`config.mk`:
```
export PLATFORM = sky130hd
export DESIGN_NAME = cps_cell
export DESIGN_NICKNAME = d
export VERILOG_FILES = /design/src/design/cps_pkg.sv /design/src/design/cps_cell.sv
export SDC_FILE = /design/constraint.sdc
export NUM_CORES = 1
export LEC_CHECK = 0
export ABC_AREA = 1
export BUFFER_PORTS_ARGS = -buffer_cell sky130_fd_sc_hd__clkbuf_2
export CORE_MARGIN = 2
export CORE_UTILIZATION = 44
export DETAILED_ROUTE_END_ITERATION = 10
export PLACE_DENSITY = 0.81
export SLEW_MARGIN = 20
export SYNTH_ARGS = -nofsm -noshare
export SYNTH_HDL_FRONTEND = slang
export SYNTH_SLANG_ARGS = --single-unit
```
`constraint.sdc`:
```
create_clock -name clk -period 4.6 [get_ports clk]
set_input_delay 0.23 -clock clk [delete_from_list [all_inputs] [get_ports clk]]
set_output_delay 0.23 -clock clk [all_outputs]
set_load 0.02 [all_outputs]
```
`src/design/cps_pkg.sv`:
```
package cps_pkg;

  // Store depth; the count register is sized so that it can hold the depth itself.
  localparam int unsigned MAX_ENTRIES = 128;
  localparam int unsigned CNT_W       = $clog2(MAX_ENTRIES + 1);
  localparam int unsigned HELD_W      = 8;

  // Command codes
  localparam logic CMD_INSERT = 1'b0;
  localparam logic CMD_TAKE   = 1'b1;

  // Status codes
  localparam logic [1:0] ST_INSERTED = 2'd0;
  localparam logic [1:0] ST_DROPPED  = 2'd1;
  localparam logic [1:0] ST_TAKEN    = 2'd2;
  localparam logic [1:0] ST_EMPTY    = 2'd3;

  typedef struct packed {
    logic        cmd;
    logic        from_ua;
    logic        important;
    logic [15:0] specificity;
    logic [15:0] rule_order;
    logic [15:0] rule_tag;
  } in_word_t;

  typedef struct packed {
    logic [1:0]        status;
    logic              out_from_ua;
    logic              out_important;
    logic [15:0]       out_specificity;
    logic [15:0]       out_rule_order;
    logic [15:0]       out_rule_tag;
    logic [HELD_W-1:0] entries_held;
  } out_word_t;

  typedef struct packed {
    logic        from_ua;
    logic        important;
    logic [15:0] specificity;
    logic [15:0] rule_order;
    logic [15:0] rule_tag;
  } entry_t;

  // Operation broadcast to every cell
  typedef struct packed {
    logic ins;
    logic take;
  } cell_ctl_t;

  typedef logic [33:0] key_t;

  // Two-bit rank keeps the order of the cascade ranks 0, 1, 4, 5:
  // normal built-in, normal other, important other, important built-in.
  function automatic key_t entry_key(input entry_t e);
    logic [1:0] rank;
    rank = {e.important, (e.important ? e.from_ua : ~e.from_ua)};
    return {rank, e.specificity, e.rule_order};
  endfunction

endpackage

```
`src/design/cps_cell.sv`:
```
module cps_cell
  import cps_pkg::*;
(
  input  logic      clk,
  input  cell_ctl_t ctl,
  input  entry_t    new_entry,
  input  entry_t    left_entry,
  input  logic      left_gt,
  input  entry_t    right_entry,
  input  logic      occupied,
  input  logic      at_tail,
  output entry_t    entry_r,
  output logic      gt
);

  entry_t entry_nxt;

  // Held entry ranks strictly above the incoming one
  assign gt = occupied && (entry_key(entry_r) > entry_key(new_entry));

  always_comb begin
    entry_nxt = entry_r;
    if (ctl.ins) begin
      if (left_gt) begin
        entry_nxt = left_entry;       // make room: shift toward tail
      end else if (gt || at_tail) begin
        entry_nxt = new_entry;        // insertion point
      end
    end else if (ctl.take) begin
      entry_nxt = right_entry;        // shift toward head
    end
  end

  always_ff @(posedge clk) begin
    entry_r <= entry_nxt;
  end

endmodule

```
* After elaboration in Yosys (flattened, before gate mapping)
Cells that the tools add are included.
Widths: inputs -> output; s select.
** Storage, ports and cells
- Logic and storage cells :: 19
- Output and inout port bits :: 51
- Register bits after elaboration :: 50
- Input port bits :: 156
** Operators by class
- Reduce and logical (&&, ||, !) cells :: 4
- Bitwise gates (word level) :: 2
- Magnitude comparators :: 1
- Muxes and demuxes :: 6
- Eq/ne operators :: 1
** Operator list (number)
- $mux 50 :: 4
- $gt 34x34->1 :: 1
- $ne 3x1->1 const B :: 1
- $mux 1 :: 2
- $not 1->1 :: 2
- $reduce_and 2->1 :: 1
- $reduce_bool 2->1 :: 1
- $logic_and 1x1->1 :: 1
- $logic_or 1x1->1 :: 1

* Depth between registers and ports, before layout
Gate-level depths: netlist of the first run.
- Word-level depth :: 8
- Mapped depth :: 14

* Worst setup path after synthesis of the first run
OpenSTA, ideal clock, no wires.
- Path type :: reg-to-reg
- Start :: reg entry_r[48] (netlist bit)
- End :: reg entry_r[0] (netlist bit), enable pin
- Slack :: 1.146 ns
- Cell stages (with the launch flop) :: 13
- Data arrival time :: 3.029 ns
- Clock period less this slack :: 3.454 ns
- Path buffers :: 0
- Cells stage by stage :: edfxtp_1 xnor2_1 ha_1 nand2_2 nor2_2 nand2_1 nor2_2 nand2_1 nand2_1 nor2_1 nand2_2 nand2_2 a21oi_2
** On the way
- Word-level cells in the longest chain between the ends :: 6
** Ends and longest elaborated chain
- start: declaration :: line cps_cell.sv:12 : output entry_t entry_r,
- start signal: assignment :: line cps_cell.sv:35 : entry_r <= entry_nxt;
- $mux 1 :: line cps_pkg.sv:57 : rank = {e.important, (e.important ? e.from_ua : ~e.from_ua)};
- $gt 34x34->1 * :: line cps_cell.sv:19 : assign gt = occupied && (entry_key(entry_r) > entry_key(new_entry));
- $logic_and 1x1->1 * :: line cps_cell.sv:19
- $logic_or 1x1->1 * :: line cps_cell.sv:26 : end else if (gt || at_tail) begin
- $ne 3x1->1 (no source line) *
- $reduce_and 2->1 (no source line) *
Every way passes the cells marked *; elsewhere a longest branch is shown, timed or not.
A chain may end at the register's enable or synchronous reset.

* Final worst setup path of the first run
- Start :: reg entry_r[48] (netlist bit)
- End :: reg entry_r[21] (netlist bit), enable pin
Same word-level chain as after synthesis.

==> flow_summary.html, run 1 <==
<table>
<tr><th>Metric</th><th>Value</th></tr>
<tr><th colspan="2">Outcome</th></tr>
<tr><td>Status</td><td>finished clean</td></tr>
<tr><th colspan="2">Cells and area</th></tr>
<tr><td>Largest Register</td><td>entry_r</td></tr>
<tr><td>Biggest registers after layout</td><td>entry_r x50</td></tr>
<tr><td>Antenna fix cells</td><td>0</td></tr>
<tr><td>Non-filler cells in the finished layout</td><td>753</td></tr>
<tr><td>Max reg flops</td><td>50</td></tr>
<tr><td>Fill count</td><td>704</td></tr>
<tr><td>Final net count</td><td>840</td></tr>
<tr><td>Share of the core filled with cells in the final layout</td><td>~61%</td></tr>
<tr><td>Fraction of final layout cells with drive strength greater than 1</td><td>between 30% and 40%</td></tr>
<tr><td>Area growth from synthesis to layout</td><td>35.0%</td></tr>
<tr><th colspan="2">Floorplanning</th></tr>
<tr><td>Boundary Pins</td><td>just over 200</td></tr>
<tr><td>Die ar.</td><td>roughly 8700 sq um</td></tr>
<tr><td>Floorplan die width</td><td>just over 90 microns</td></tr>
<tr><td>Initial standard-cell utilization of the core</td><td>a little under half</td></tr>
<tr><td>Floorplan row count</td><td>32</td></tr>
<tr><td>Area of the core</td><td>7730 sq um</td></tr>
<tr><td>Die H</td><td>93.2 microns</td></tr>
<tr><th colspan="2">Pwr</th></tr>
<tr><td>Leakage power summed over all cells</td><td>0.00250 uW</td></tr>
<tr><td>Maximum resistive drop on vdd</td><td>125 uV</td></tr>
<tr><td>Register share of total power</td><td>between 40% and 50%</td></tr>
<tr><td>Sw Ratio</td><td>33.9%</td></tr>
<tr><td>Switching component of the power</td><td>424 uW</td></tr>
<tr><td>Power consumption</td><td>around 1300 uW</td></tr>
<tr><td>Power per standard cell area</td><td>approximately 260 nW/um^2</td></tr>
<tr><td>Cell-internal power</td><td>827 uW</td></tr>
<tr><td>Power share of the combinational group</td><td>between 30% and 40%</td></tr>
<tr><td>Part of the power in the clock network</td><td>21.6%</td></tr>
<tr><th colspan="2">Route</th></tr>
<tr><td>Remaining routing DRC violations</td><td>0</td></tr>
<tr><td>Remaining antenna violation count</td><td>0</td></tr>
<tr><td>Vias per inst</td><td>5.00</td></tr>
<tr><td>TritonRoute pass-1 iters</td><td>4</td></tr>
<tr><td>Routed via count</td><td>3767</td></tr>
<tr><td>Detailed Route Iter0 Violations</td><td>140</td></tr>
<tr><td>Total Routed Length</td><td>about 10 mm</td></tr>
<tr><td>Routed wire length per instance</td><td>between 10 and 15 microns</td></tr>
<tr><th colspan="2">Yosys</th></tr>
<tr><td>Biggest area contributors in the synthesized netlist</td><td>sky130_fd_sc_hd__edfxtp_1 (43%), sky130_fd_sc_hd__o21ai_0 (14%), sky130_fd_sc_hd__ha_1 (12%), sky130_fd_sc_hd__nand2_1 (11%), sky130_fd_sc_hd__nor2_1 (6.4%)</td></tr>
<tr><td>Avg Inst Size Synth</td><td>a little under 8 sq um</td></tr>
<tr><td>Area leader, netlist</td><td>sky130_fd_sc_hd__edfxtp_1</td></tr>
<tr><td>Mapped Nets</td><td>642</td></tr>
<tr><td>Synth top area share</td><td>42.9%</td></tr>
<tr><td>Instance count of the mapped netlist</td><td>452</td></tr>
<tr><td>Sequential area share after synthesis</td><td>42.9%</td></tr>
<tr><td>Number of synthesized register bits</td><td>50</td></tr>
<tr><td>Synth unique cells</td><td>20</td></tr>
<tr><td>YS warnings</td><td>0</td></tr>
<tr><td>Synth Cell Area</td><td>~3500 sq um</td></tr>
<tr><th colspan="2">Clock network</th></tr>
<tr><td>Source-to-sink clock delay at the later pin of the worst-skew pair</td><td>between 300 and 400 ps</td></tr>
<tr><td>Number of buffers created by CTS</td><td>5</td></tr>
<tr><td>Maximum level of the CTS H-tree</td><td>2</td></tr>
<tr><td>Clock transition at the registers of the reported paths</td><td>approximately 100 ps</td></tr>
<tr><td>Number of buffers added to fix hold violations after cts</td><td>0</td></tr>
<tr><td>TritonCTS Sinks</td><td>50</td></tr>
<tr><td>Root buffer selected by CTS</td><td>sky130_fd_sc_hd__clkbuf_8</td></tr>
<tr><td>Count of cells resized by post-cts repair</td><td>0</td></tr>
<tr><td>Setup repair bufs after CTS</td><td>0</td></tr>
<tr><td>Clock tree buffer depth</td><td>2</td></tr>
<tr><td>CTS tree</td><td>built</td></tr>
<tr><th colspan="2">Timing</th></tr>
<tr><td>Number of failing setup endpoints in the final timing report</td><td>0</td></tr>
<tr><td>RSZ-0062 raised after global routing</td><td>false</td></tr>
<tr><td>Pins over their slew limit</td><td>0</td></tr>
<tr><td>Fmax</td><td>336 MHz</td></tr>
<tr><td>Final count of hold timing violations</td><td>0</td></tr>
<tr><td>Final min period</td><td>2980 ps</td></tr>
<tr><td>Accumulated negative setup slack</td><td>0 ps</td></tr>
<tr><td>PnR worst setup slack</td><td>1620 ps</td></tr>
<tr><td>Slew headroom</td><td>about 35%</td></tr>
<tr><td>Tightest Pin Transition</td><td>between 900 and 1000 ps</td></tr>
<tr><td>Ratio of final minimum period to clock period</td><td>64.7%</td></tr>
<tr><td>Layout Skew</td><td>11.5 ps</td></tr>
<tr><th colspan="2">Placed design</th></tr>
<tr><td>Global placer's final weighted congestion</td><td>~0.80</td></tr>
<tr><td>Worst-case setup slack after placement</td><td>1600 ps</td></tr>
<tr><td>Placed instance count</td><td>approximately 750</td></tr>
<tr><td>IO Port Bufs</td><td>206</td></tr>
<tr><td>Detail Placement HPWL</td><td>7.78 mm</td></tr>
<tr><th colspan="2">Worst setup path</th></tr>
<tr><td>Worst Reg-to-Reg Cells</td><td>13</td></tr>
<tr><td>Maximum net fanout on the critical path</td><td>30</td></tr>
<tr><td>Capturing element type of the critical path</td><td>flop</td></tr>
<tr><td>Critical path data required time</td><td>4610 ps</td></tr>
<tr><td>Launching element type of the critical path</td><td>flop</td></tr>
<tr><td>Data arrival, critical path</td><td>approximately 3000 ps</td></tr>
<tr><td>Critical setup path kind</td><td>reg -&gt; reg</td></tr>
<tr><th colspan="2">Worst hold path</th></tr>
<tr><td>Number of cells on the worst hold path</td><td>3</td></tr>
<tr><td>Worst Hold Class</td><td>in -&gt; reg</td></tr>
<tr><th colspan="2">GRT</th></tr>
<tr><td>Overall track demand over capacity in global routing</td><td>23.5%</td></tr>
<tr><td>Total overflow reported by the global router</td><td>0</td></tr>
<tr><td>Number of antenna violations at the first check in global routing</td><td>1</td></tr>
<tr><td>Wire length of the first global-routing pass</td><td>16.1 mm</td></tr>
<tr><td>Maximum number of pins on one net before global-route repair</td><td>53</td></tr>
<tr><td>Number of global-route vias before repair</td><td>3522</td></tr>
<tr><th colspan="2">Job</th></tr>
<tr><td>Number of max-cap violations</td><td>0</td></tr>
</table>
[power groups by stage]
stage | logic, uW | clock network [uW] | registers, uW
6_report | 394 | 271 | 587
5_1_grt | 444 | 297 | 593
4_1_cts | 397 | 283 | 587
3_5_place_dp | 396 | 0 | 597
3_3_place_gp | 382 | 0 | 593
2_1_floorplan | 166 | 0 | 655
[worst paths after layout]
check                              endpoint            start  slack (ps)
worst max-delay path            entry_r[21]      entry_r[48]        1620
worst max register to register  entry_r[21]      entry_r[48]        1620
worst min register to register  entry_r[39]      entry_r[38]        1460
worst min-delay path            entry_r[11]  right_entry[11]         200
[worst max-delay path: stages (launching register included)]
cell and delay [ps]:
sky130_fd_sc_hd__edfxtp_1 440, sky130_fd_sc_hd__xnor2_1 150, sky130_fd_sc_hd__ha_1 290, sky130_fd_sc_hd__nand2_2 60, sky130_fd_sc_hd__nor2_2 120, sky130_fd_sc_hd__nand2_1 80
sky130_fd_sc_hd__nor2_2 130, sky130_fd_sc_hd__nand2_1 60, sky130_fd_sc_hd__nand2_1 50, sky130_fd_sc_hd__nor2_1 40, sky130_fd_sc_hd__nand2_2 60, sky130_fd_sc_hd__nand2_2 60
sky130_fd_sc_hd__a21oi_4 770, sky130_fd_sc_hd__buf_4 350
[logic make-up (layout without fill, tap and decap cells)]
family	Yosys count	in the layout	synth area share, %
and+or+nand+nor	180	180	20.2
AOI/OAI and AO/OA	114	114	16.6
buffers and inverters	72	271	7.72
DFF	50	50	42.9
adders and majority gates	34	34	12.2
xor gates and xnor gates	2	2	0.501
[layout by cell type (no fill, tap or decap)]
cell                         n
sky130_fd_sc_hd__clkbuf_2  206
sky130_fd_sc_hd__nand2_1   105
sky130_fd_sc_hd__o21ai_0    96
sky130_fd_sc_hd__nor2_1     60
sky130_fd_sc_hd__inv_1      50
sky130_fd_sc_hd__edfxtp_1   50
sky130_fd_sc_hd__ha_1       34
sky130_fd_sc_hd__a21oi_1    11
sky130_fd_sc_hd__nor2_2      5
sky130_fd_sc_hd__clkbuf_8    5
sky130_fd_sc_hd__buf_4       5
sky130_fd_sc_hd__o21ai_1     4
sky130_fd_sc_hd__nand2_2     3
sky130_fd_sc_hd__nand3_1     3
sky130_fd_sc_hd__nor3_1      3
sky130_fd_sc_hd__a21o_1      2
sky130_fd_sc_hd__inv_6       2
sky130_fd_sc_hd__xnor2_1     1
sky130_fd_sc_hd__inv_2       1
sky130_fd_sc_hd__clkinv_1    1
sky130_fd_sc_hd__xor2_1      1
sky130_fd_sc_hd__and2_1      1
sky130_fd_sc_hd__a21oi_4     1
sky130_fd_sc_hd__clkinv_4    1
[final cells by class]
class | count | area (sq um) | share of cell area (%)
Inverter | 52 | 195 | 4.13
Multi-Input combinational cell | 330 | 1740 | 36.7
Clock inverter | 3 | 26.3 | 0.556
Sequential cell | 50 | 1500 | 31.8
Timing Repair Buffer | 211 | 1070 | 22.6
Tap cell | 102 | 128 | 2.70
Clock buffer | 5 | 68.8 | 1.46
[cells in the mapped netlist (all sizes together)]
cell type	count
a21oi	12
xnor2	1
and2	1
clkinv	1
xor2	1
a21o	2
nand3	3
nor3	3
clkbuf	20
inv	51
nand2	108
nor2	65
o21ai	100
ha	34
edfxtp	50
[routing by layer]
layer / global-route usage [%] / up-vias / routed length (microns)
met5: 0 / - / 13
met4: 7.48 / 2 / 176
met2: 40.9 / 171 / 4990
met1: 28.6 / 1679 / 4180
li1: - / 1895 / -
met3: 5.80 / 20 / 731
[stage by stage]
stage	hold WS [ps]	cell area, sq um
after floorplan	421	3500
after global placement	510	4630
after detailed placement	516	4630
after CTS	183	4720
after global routing	181	4720
final	196	4720
Note: power is estimated with default switching activity, not from simulation.
==> run 2, diff against run 1 <==
Settings changed: CORE_UTILIZATION 44 to 40, PLACE_DENSITY 0.81 to 0.77.
Clock period 4.6 ns to 2.5 ns, I/O delays scaled along.
==> run 2 against run 1 <==
Die area is 9.6% higher; total power increased by 90%; sequential power grew 84%; non-clock buffer count grew 2; global-route usage shrank 2.1 points; flip-flop and latch count stayed put; clock-buffer cell count unchanged; critical endpoint is now entry_r[7]; clock skew fell by 7.2 ps; sequential share of layout area decreased by 0.41 points; final cell count rose by 1.1%; largest cell class unchanged; wire length rose by 0.62%.
==> flow_summary.html, run 2 (synthesized netlist as in run 1, its figures left out) <==
<table>
<tr><th>Metric</th><th>Value</th></tr>
<tr><th colspan="2">Timing</th></tr>
<tr><td>Layout Skew</td><td>4.29 ps (was 11.5 ps)</td></tr>
<tr><td>Final count of hold timing violations</td><td>0 (unchanged)</td></tr>
<tr><td>Fmax</td><td>439 MHz (was 336 MHz)</td></tr>
<tr><td>Number of failing setup endpoints in the final timing report</td><td>0 (unchanged)</td></tr>
<tr><td>Slew headroom</td><td>40.6% (was 34.6%)</td></tr>
<tr><td>Final min period</td><td>2280 ps (was 2980 ps)</td></tr>
<tr><td>PnR worst setup slack</td><td>221 ps (was 1620 ps)</td></tr>
<tr><td>Ratio of final minimum period to clock period</td><td>91.2% (was 64.7%)</td></tr>
<tr><td>Tightest Pin Transition</td><td>890 ps (was 979 ps)</td></tr>
<tr><td>RSZ-0062 raised after global routing</td><td>false (unchanged)</td></tr>
<tr><td>Pins over their slew limit</td><td>0 (unchanged)</td></tr>
<tr><td>Hold slack</td><td>95.8 ps (was 196 ps)</td></tr>
<tr><th colspan="2">Clock network</th></tr>
<tr><td>Maximum level of the CTS H-tree</td><td>2 (unchanged)</td></tr>
<tr><td>Count of cells resized by post-cts repair</td><td>0 (unchanged)</td></tr>
<tr><td>Clock transition at the registers of the reported paths</td><td>90 ps (was 100 ps)</td></tr>
<tr><td>Root buffer selected by CTS</td><td>sky130_fd_sc_hd__clkbuf_8 (unchanged)</td></tr>
<tr><td>Setup repair bufs after CTS</td><td>0 (unchanged)</td></tr>
<tr><td>Number of buffers created by CTS</td><td>5 (unchanged)</td></tr>
<tr><td>Source-to-sink clock delay at the later pin of the worst-skew pair</td><td>300 ps (was 310 ps)</td></tr>
<tr><td>TritonCTS Sinks</td><td>50 (unchanged)</td></tr>
<tr><td>CTS tree</td><td>built (unchanged)</td></tr>
<tr><td>Number of buffers added to fix hold violations after cts</td><td>0 (unchanged)</td></tr>
<tr><td>Clock tree buffer depth</td><td>2 (unchanged)</td></tr>
<tr><th colspan="2">Worst setup path</th></tr>
<tr><td>Launching element type of the critical path</td><td>flop (unchanged)</td></tr>
<tr><td>Top Family by Delay on Critical Path</td><td>simple AND/OR/NAND/NOR gates (was compound AO/OA/AOI/OAI gates)</td></tr>
<tr><td>Data arrival, critical path</td><td>2290 ps (was 2980 ps)</td></tr>
<tr><td>Startpoint of the worst-slack reg-to-reg timing path</td><td>entry_r[48] (unchanged)</td></tr>
<tr><td>R2r setup slk</td><td>220 ps (was 1620 ps)</td></tr>
<tr><td>Cell Chain, Critical Path</td><td>xnor2_1 &gt; ha_1 &gt; nand2_2 &gt; nor2_2 &gt; nand2_1 &gt; nor2_2 &gt; nand2_1 &gt; nand2_1 &gt; nor2_1 &gt; nand2_2 &gt; nand2_2 &gt; a21oi_4 &gt; buf_12 (was xnor2_1 &gt; ha_1 &gt; nand2_2 &gt; nor2_2 &gt; nand2_1 &gt; nor2_2 &gt; nand2_1 &gt; nand2_1 &gt; nor2_1 &gt; nand2_2 &gt; nand2_2 &gt; a21oi_4 &gt; buf_4)</td></tr>
<tr><td>Capturing point of the worst reg2reg path</td><td>entry_r[7] (was entry_r[21])</td></tr>
<tr><td>Slowest stage cell, crit path</td><td>sky130_fd_sc_hd__edfxtp_1 (was sky130_fd_sc_hd__a21oi_4)</td></tr>
<tr><td>Slowest Stage Delay on Critical Path</td><td>430 ps (was 770 ps)</td></tr>
<tr><td>Worst Reg-to-Reg Cells</td><td>13 (unchanged)</td></tr>
<tr><td>Buf+Inv Stages, Crit Path</td><td>1 (unchanged)</td></tr>
<tr><td>Capturing element type of the critical path</td><td>flop (unchanged)</td></tr>
<tr><td>Critical setup path kind</td><td>reg -&gt; reg (unchanged)</td></tr>
<tr><td>Critical path data required time</td><td>2510 ps (was 4610 ps)</td></tr>
<tr><td>Maximum net fanout on the critical path</td><td>28 (was 30)</td></tr>
<tr><th colspan="2">Worst hold path</th></tr>
<tr><td>Number of cells on the worst hold path</td><td>3 (unchanged)</td></tr>
<tr><td>Hold Crit Start</td><td>right_entry[19] (was right_entry[11])</td></tr>
<tr><td>Hold worst-path end</td><td>entry_r[19] (was entry_r[11])</td></tr>
<tr><td>Worst Hold Class</td><td>in -&gt; reg (unchanged)</td></tr>
<tr><th colspan="2">Cells and area</th></tr>
<tr><td>Biggest registers after layout</td><td>entry_r x50 (unchanged)</td></tr>
<tr><td>Fill count</td><td>844 (was 704)</td></tr>
<tr><td>Antenna fix cells</td><td>0 (unchanged)</td></tr>
<tr><td>Share of the core filled with cells in the final layout</td><td>55.7% (was 61.1%)</td></tr>
<tr><td>Fraction of final layout cells with drive strength greater than 1</td><td>35.4% (was 35.2%)</td></tr>
<tr><td>Final net count</td><td>842 (was 840)</td></tr>
<tr><td>Largest Register</td><td>entry_r (unchanged)</td></tr>
<tr><td>Max reg flops</td><td>50 (unchanged)</td></tr>
<tr><td>Leading cell type in the layout, fill and taps excluded</td><td>sky130_fd_sc_hd__clkbuf_2 (unchanged)</td></tr>
<tr><td>Area growth from synthesis to layout</td><td>36.7% (was 35.0%)</td></tr>
<tr><td>Top library cells by usage in the layout, fill and taps aside</td><td>sky130_fd_sc_hd__clkbuf_2 (206), sky130_fd_sc_hd__nand2_1 (105), sky130_fd_sc_hd__o21ai_0 (96) (unchanged)</td></tr>
<tr><td>Non-filler cells in the finished layout</td><td>761 (was 753)</td></tr>
<tr><th colspan="2">Floorplanning</th></tr>
<tr><td>Boundary Pins</td><td>207 (unchanged)</td></tr>
<tr><td>Initial standard-cell utilization of the core</td><td>40.7% (was 45.3%)</td></tr>
<tr><td>Floorplan die width</td><td>97.5 microns (was 93.2 microns)</td></tr>
<tr><td>Area of the core</td><td>8590 sq um (was 7730 sq um)</td></tr>
<tr><td>Die ar.</td><td>9510 sq um (was 8680 sq um)</td></tr>
<tr><td>Die H</td><td>97.5 microns (was 93.2 microns)</td></tr>
<tr><td>Floorplan row count</td><td>34 (was 32)</td></tr>
<tr><th colspan="2">Route</th></tr>
<tr><td>Detailed Route Iter0 Violations</td><td>144 (was 140)</td></tr>
<tr><td>TritonRoute pass-1 iters</td><td>4 (unchanged)</td></tr>
<tr><td>Routed via count</td><td>3732 (was 3767)</td></tr>
<tr><td>Remaining antenna violation count</td><td>0 (unchanged)</td></tr>
<tr><td>Routed wire length per instance</td><td>13.3 microns (was 13.4 microns)</td></tr>
<tr><td>Total Routed Length</td><td>10.2 mm (was 10.1 mm)</td></tr>
<tr><td>Remaining routing DRC violations</td><td>0 (unchanged)</td></tr>
<tr><td>Vias per inst</td><td>4.90 (was 5.00)</td></tr>
<tr><th colspan="2">Placed design</th></tr>
<tr><td>Detail Placement HPWL</td><td>8.16 mm (was 7.78 mm)</td></tr>
<tr><td>Global placer's final weighted congestion</td><td>0.840 (was 0.800)</td></tr>
<tr><td>Worst-case setup slack after placement</td><td>236 ps (was 1600 ps)</td></tr>
<tr><td>Placed instance count</td><td>753 (was 745)</td></tr>
<tr><td>IO Port Bufs</td><td>206 (unchanged)</td></tr>
<tr><th colspan="2">GRT</th></tr>
<tr><td>Wire length of the first global-routing pass</td><td>16.6 mm (was 16.1 mm)</td></tr>
<tr><td>Overall track demand over capacity in global routing</td><td>21.4% (was 23.5%)</td></tr>
<tr><td>Number of antenna violations at the first check in global routing</td><td>0 (was 1)</td></tr>
<tr><td>Maximum number of pins on one net before global-route repair</td><td>51 (was 53)</td></tr>
<tr><td>Number of global-route vias before repair</td><td>3711 (was 3522)</td></tr>
<tr><td>Total overflow reported by the global router</td><td>0 (unchanged)</td></tr>
<tr><th colspan="2">Pwr</th></tr>
<tr><td>Leakage power summed over all cells</td><td>0.00253 uW (was 0.00250 uW)</td></tr>
<tr><td>Power per standard cell area</td><td>497 nW/um^2 (was 265 nW/um^2)</td></tr>
<tr><td>Maximum resistive drop on vdd</td><td>239 uV (was 125 uV)</td></tr>
<tr><th colspan="2">Outcome</th></tr>
<tr><td>Status</td><td>finished clean (unchanged)</td></tr>
<tr><th colspan="2">Job</th></tr>
<tr><td>Number of max-cap violations</td><td>0 (unchanged)</td></tr>
</table>
==> run 2: changes by cell type in the layout (fill, tap and decap cells not counted), sizes merged <==
cell	previous run	this run
buf	5	7
clkinv	2	3
inv	53	51
bufinv	0	1
==> run 2: layer usage <==
metal / up-vias / routed length, microns / share of wire [%] / global-route usage [%]
met2: 161 / 5150 / 51 / 39.4
met5: - / 0 / 0 / 0
met3: 21 / 778 / 7.7 / 5.25
met4: 0 / 272 / 2.7 / 7.59
met1: 1658 / 3960 / 39 / 23.8
li1: 1892 / - / - / -
==> run 2: power by group <==
part | leakage [uW] | switching [uW] | internal (uW)
logic | 0.00196 | 442 | 291
registers | 0.000509 | 42.4 | 1030
clock network | 0.0000579 | 274 | 295
total | 0.00253 | 759 | 1620
==> run 2: area by class of cell <==
class | count | area (sq um) | area share, %
repair buffers | 213 | 1110 | 23.2
multi-input cells | 330 | 1740 | 36.3
clock inverters | 3 | 40.0 | 0.837
clock buffers | 5 | 68.8 | 1.44
inverters | 52 | 195 | 4.08
flip-flops and latches | 50 | 1500 | 31.4
well taps | 108 | 135 | 2.82
==> run 2: how the worst max path moves through the flow <==
stage / startpoint / to / slack (ps) / depth (start not counted)
2_1_floorplan: entry_r[48] / entry_r[0] / -300 / 12
3_3_place_gp: entry_r[48] / entry_r[13] / 320 / 13
3_5_place_dp: entry_r[48] / entry_r[19] / 240 / 13
4_1_cts: entry_r[48] / entry_r[19] / 190 / 13
5_1_grt: entry_r[48] / entry_r[18] / 10 / 13
6_report: entry_r[48] / entry_r[7] / 220 / 13
==> run 2: per-stage QoR <==
stage	power (uW)	cell area [sq um]	TNS [ps]
6_report	2380	4780	0
4_1_cts	2410	4780	0
2_1_floorplan	1510	3510	-15250
5_1_grt	2520	4780	0
3_3_place_gp	1810	4680	0
3_5_place_dp	1830	4680	0
==> run 2: worst register-to-register path: stages (launching register included) <==
cell	delay [ps]
sky130_fd_sc_hd__edfxtp_1	430
sky130_fd_sc_hd__xnor2_1	170
sky130_fd_sc_hd__ha_1	290
sky130_fd_sc_hd__nand2_2	60
sky130_fd_sc_hd__nor2_2	90
sky130_fd_sc_hd__nand2_1	80
sky130_fd_sc_hd__nor2_2	110
sky130_fd_sc_hd__nand2_1	60
sky130_fd_sc_hd__nand2_1	50
sky130_fd_sc_hd__nor2_1	50
sky130_fd_sc_hd__nand2_2	60
sky130_fd_sc_hd__nand2_2	70
sky130_fd_sc_hd__a21oi_4	220
sky130_fd_sc_hd__buf_12	220
==> run 3, diff against run 2 <==
Settings changed: PLACE_DENSITY 0.77 to not set, PLACE_DENSITY_LB_ADDON set to 0.15.
==> run 3 against run 2 <==
Worst setup slack gained 15 ps; clock-buffer cell count unchanged; core utilization down 0.51 points; critical path type unchanged; first-iteration DRC count decreased by 16%; largest power group unchanged; clock skew grew 2.0 ps.
==> flow_summary.html, run 3 (synthesized netlist as in run 1, its figures left out) <==
<table>
<tr><th>Metric</th><th>Value</th></tr>
<tr><th colspan="2">Outcome</th></tr>
<tr><td>Status</td><td>finished clean (unchanged)</td></tr>
<tr><th colspan="2">Pwr</th></tr>
<tr><td>Power per standard cell area</td><td>471 nW/um^2 (was 497 nW/um^2)</td></tr>
<tr><td>Maximum resistive drop on vdd</td><td>250 uV (was 239 uV)</td></tr>
<tr><td>Power consumption</td><td>2230 uW (was 2380 uW)</td></tr>
<tr><td>Leakage power summed over all cells</td><td>0.00251 uW (was 0.00253 uW)</td></tr>
<tr><th colspan="2">Placed design</th></tr>
<tr><td>Detail Placement HPWL</td><td>7.78 mm (was 8.16 mm)</td></tr>
<tr><td>Worst-case setup slack after placement</td><td>227 ps (was 236 ps)</td></tr>
<tr><td>Placed cell area</td><td>4670 sq um (was 4680 sq um)</td></tr>
<tr><td>Global placer's final weighted congestion</td><td>0.799 (was 0.840)</td></tr>
<tr><td>IO Port Bufs</td><td>206 (unchanged)</td></tr>
<tr><th colspan="2">Cells and area</th></tr>
<tr><td>Share of the core filled with cells in the final layout</td><td>55.2% (was 55.7%)</td></tr>
<tr><td>Top library cells by usage in the layout, fill and taps aside</td><td>sky130_fd_sc_hd__clkbuf_2 (206), sky130_fd_sc_hd__nand2_1 (105), sky130_fd_sc_hd__o21ai_0 (96) (unchanged)</td></tr>
<tr><td>Fraction of final layout cells with drive strength greater than 1</td><td>35.1% (was 35.4%)</td></tr>
<tr><td>Total non-filler cell area in the finished layout</td><td>4740 sq um (was 4780 sq um)</td></tr>
<tr><td>Final net count</td><td>841 (was 842)</td></tr>
<tr><td>Max reg flops</td><td>50 (unchanged)</td></tr>
<tr><td>Area growth from synthesis to layout</td><td>35.5% (was 36.7%)</td></tr>
<tr><td>Leading cell type in the layout, fill and taps excluded</td><td>sky130_fd_sc_hd__clkbuf_2 (unchanged)</td></tr>
<tr><td>Antenna fix cells</td><td>0 (unchanged)</td></tr>
<tr><td>Largest Register</td><td>entry_r (unchanged)</td></tr>
<tr><td>Biggest registers after layout</td><td>entry_r x50 (unchanged)</td></tr>
<tr><th colspan="2">Worst setup path</th></tr>
<tr><td>Buf+Inv Stages, Crit Path</td><td>1 (unchanged)</td></tr>
<tr><td>Cell Chain, Critical Path</td><td>xnor2_1 &gt; ha_1 &gt; nand2_2 &gt; nor2_2 &gt; nand2_1 &gt; nor2_2 &gt; nand2_1 &gt; nand2_1 &gt; nor2_1 &gt; nand2_2 &gt; nand2_2 &gt; a21oi_4 &gt; buf_4 (was xnor2_1 &gt; ha_1 &gt; nand2_2 &gt; nor2_2 &gt; nand2_1 &gt; nor2_2 &gt; nand2_1 &gt; nand2_1 &gt; nor2_1 &gt; nand2_2 &gt; nand2_2 &gt; a21oi_4 &gt; buf_12)</td></tr>
<tr><td>Critical path data required time</td><td>2490 ps (was 2510 ps)</td></tr>
<tr><td>Launching element type of the critical path</td><td>flop (unchanged)</td></tr>
<tr><td>Top Family by Delay on Critical Path</td><td>simple AND/OR/NAND/NOR gates (unchanged)</td></tr>
<tr><td>Critical setup path kind</td><td>reg -&gt; reg (unchanged)</td></tr>
<tr><td>Capturing element type of the critical path</td><td>flop (unchanged)</td></tr>
<tr><td>Slowest Stage Delay on Critical Path</td><td>430 ps (about the same)</td></tr>
<tr><td>Maximum net fanout on the critical path</td><td>16 (was 28)</td></tr>
<tr><td>Slowest stage cell, crit path</td><td>sky130_fd_sc_hd__edfxtp_1 (unchanged)</td></tr>
<tr><td>Data arrival, critical path</td><td>2250 ps (was 2290 ps)</td></tr>
<tr><th colspan="2">Route</th></tr>
<tr><td>Routed via count</td><td>3595 (was 3732)</td></tr>
<tr><td>Detailed Route Iter0 Violations</td><td>121 (was 144)</td></tr>
<tr><td>Routed wire length per instance</td><td>12.9 microns (was 13.3 microns)</td></tr>
<tr><td>Remaining antenna violation count</td><td>0 (unchanged)</td></tr>
<tr><td>TritonRoute pass-1 iters</td><td>4 (unchanged)</td></tr>
<tr><td>Vias per inst</td><td>4.74 (was 4.90)</td></tr>
<tr><td>Total Routed Length</td><td>9.74 mm (was 10.2 mm)</td></tr>
<tr><td>Remaining routing DRC violations</td><td>0 (unchanged)</td></tr>
<tr><th colspan="2">Timing</th></tr>
<tr><td>Fmax</td><td>442 MHz (was 439 MHz)</td></tr>
<tr><td>Ratio of final minimum period to clock period</td><td>90.5% (was 91.2%)</td></tr>
<tr><td>Pins over their slew limit</td><td>0 (unchanged)</td></tr>
<tr><td>PnR worst setup slack</td><td>236 ps (was 221 ps)</td></tr>
<tr><td>Layout Skew</td><td>6.33 ps (was 4.29 ps)</td></tr>
<tr><td>Accumulated negative setup slack</td><td>0 ps (unchanged)</td></tr>
<tr><td>Slew headroom</td><td>63.7% (was 40.6%)</td></tr>
<tr><td>Final min period</td><td>2260 ps (was 2280 ps)</td></tr>
<tr><td>RSZ-0062 raised after global routing</td><td>false (unchanged)</td></tr>
<tr><td>Final count of hold timing violations</td><td>0 (unchanged)</td></tr>
<tr><td>Number of failing setup endpoints in the final timing report</td><td>0 (unchanged)</td></tr>
<tr><td>Tightest Pin Transition</td><td>545 ps (was 890 ps)</td></tr>
<tr><th colspan="2">Floorplanning</th></tr>
<tr><td>Die ar.</td><td>9510 sq um (unchanged)</td></tr>
<tr><td>Area of the core</td><td>8590 sq um (unchanged)</td></tr>
<tr><td>Die H</td><td>97.5 microns (unchanged)</td></tr>
<tr><td>Floorplan row count</td><td>34 (unchanged)</td></tr>
<tr><td>Floorplan die width</td><td>97.5 microns (unchanged)</td></tr>
<tr><td>Boundary Pins</td><td>207 (unchanged)</td></tr>
<tr><td>Initial standard-cell utilization of the core</td><td>40.7% (unchanged)</td></tr>
<tr><th colspan="2">Clock network</th></tr>
<tr><td>Clock tree buffer depth</td><td>2 (unchanged)</td></tr>
<tr><td>Root buffer selected by CTS</td><td>sky130_fd_sc_hd__clkbuf_8 (unchanged)</td></tr>
<tr><td>Number of buffers created by CTS</td><td>5 (unchanged)</td></tr>
<tr><td>Number of buffers added to fix hold violations after cts</td><td>0 (unchanged)</td></tr>
<tr><td>TritonCTS Sinks</td><td>50 (unchanged)</td></tr>
<tr><td>CTS tree</td><td>built (unchanged)</td></tr>
<tr><td>Count of cells resized by post-cts repair</td><td>0 (unchanged)</td></tr>
<tr><td>Source-to-sink clock delay at the later pin of the worst-skew pair</td><td>290 ps (was 300 ps)</td></tr>
<tr><td>Setup repair bufs after CTS</td><td>0 (unchanged)</td></tr>
<tr><td>Maximum level of the CTS H-tree</td><td>2 (unchanged)</td></tr>
<tr><td>Clock transition at the registers of the reported paths</td><td>90 ps (about the same)</td></tr>
<tr><th colspan="2">GRT</th></tr>
<tr><td>Maximum number of pins on one net before global-route repair</td><td>51 (unchanged)</td></tr>
<tr><td>Number of global-route vias before repair</td><td>3438 (was 3711)</td></tr>
<tr><td>Wire length of the first global-routing pass</td><td>15.9 mm (was 16.6 mm)</td></tr>
<tr><td>Total overflow reported by the global router</td><td>0 (unchanged)</td></tr>
<tr><td>Number of antenna violations at the first check in global routing</td><td>0 (unchanged)</td></tr>
<tr><td>Overall track demand over capacity in global routing</td><td>20.3% (was 21.4%)</td></tr>
<tr><th colspan="2">Job</th></tr>
<tr><td>Number of max-cap violations</td><td>0 (unchanged)</td></tr>
<tr><th colspan="2">Worst hold path</th></tr>
<tr><td>Worst Hold Class</td><td>in -&gt; reg (unchanged)</td></tr>
</table>
-- run 3: cell types whose count changed in the layout (fill, tap and decap cells not counted), sizes merged --
cell	change
clkinv	-2
buf	-1
bufinv	-1
inv	+1
-- run 3: worst register-to-register path: cells and delay by family, from the launching register on --
kind	cells	cell delay [ps]
and+or+nand+nor	9	630
DFF	1	430
adders and majority gates	1	290
xor gates and xnor gates	1	150
AOI/OAI and AO/OA	1	180
buffers and inverters	1	270
-- run 3: worst paths after layout --
kind | slack [ps] | depth (start not counted) | to | startpoint
hold reg to reg | 1440 | 10 | entry_r[26] | entry_r[38]
setup reg to reg | 240 | 13 | entry_r[16] | entry_r[48]
hold / removal | 110 | 3 | entry_r[28] | right_entry[28]
setup / recovery | 240 | 13 | entry_r[16] | entry_r[48]
-- run 3: cell type report --
type	instances	area, sq um
fill	851	3850
multi-input combinational	330	1740
sequential	50	1500
timing repair buffer	212	1100
inverter	52	195
tap	108	135
clock buffer	5	68.8
clock inverter	1	3.75
-- run 3: stage by stage --
stage               hold WS (ps)  cells
CTS                          100    758
detailed placement           412    752
global route                 110    758
global placement             411    752
finish                       109    758
floorplan                    316    452
-- run 3: where the power goes --
part | internal (uW) | switching, uW
sequential | 1030 | 40.9
combinational | 286 | 435
clock | 183 | 252
-- run 3: layer usage --
layer  global-route usage, %  wire length, microns  part of all wire (%)  up-vias
met2                    36.6                  4780                    49      154
met1                    24.6                  4110                    42     1545
met3                    4.68                   749                   7.7        8
li1                        -                     -                     -     1888
met4                    5.02                   109                   1.1        0
met5                       0                     0                     0        -
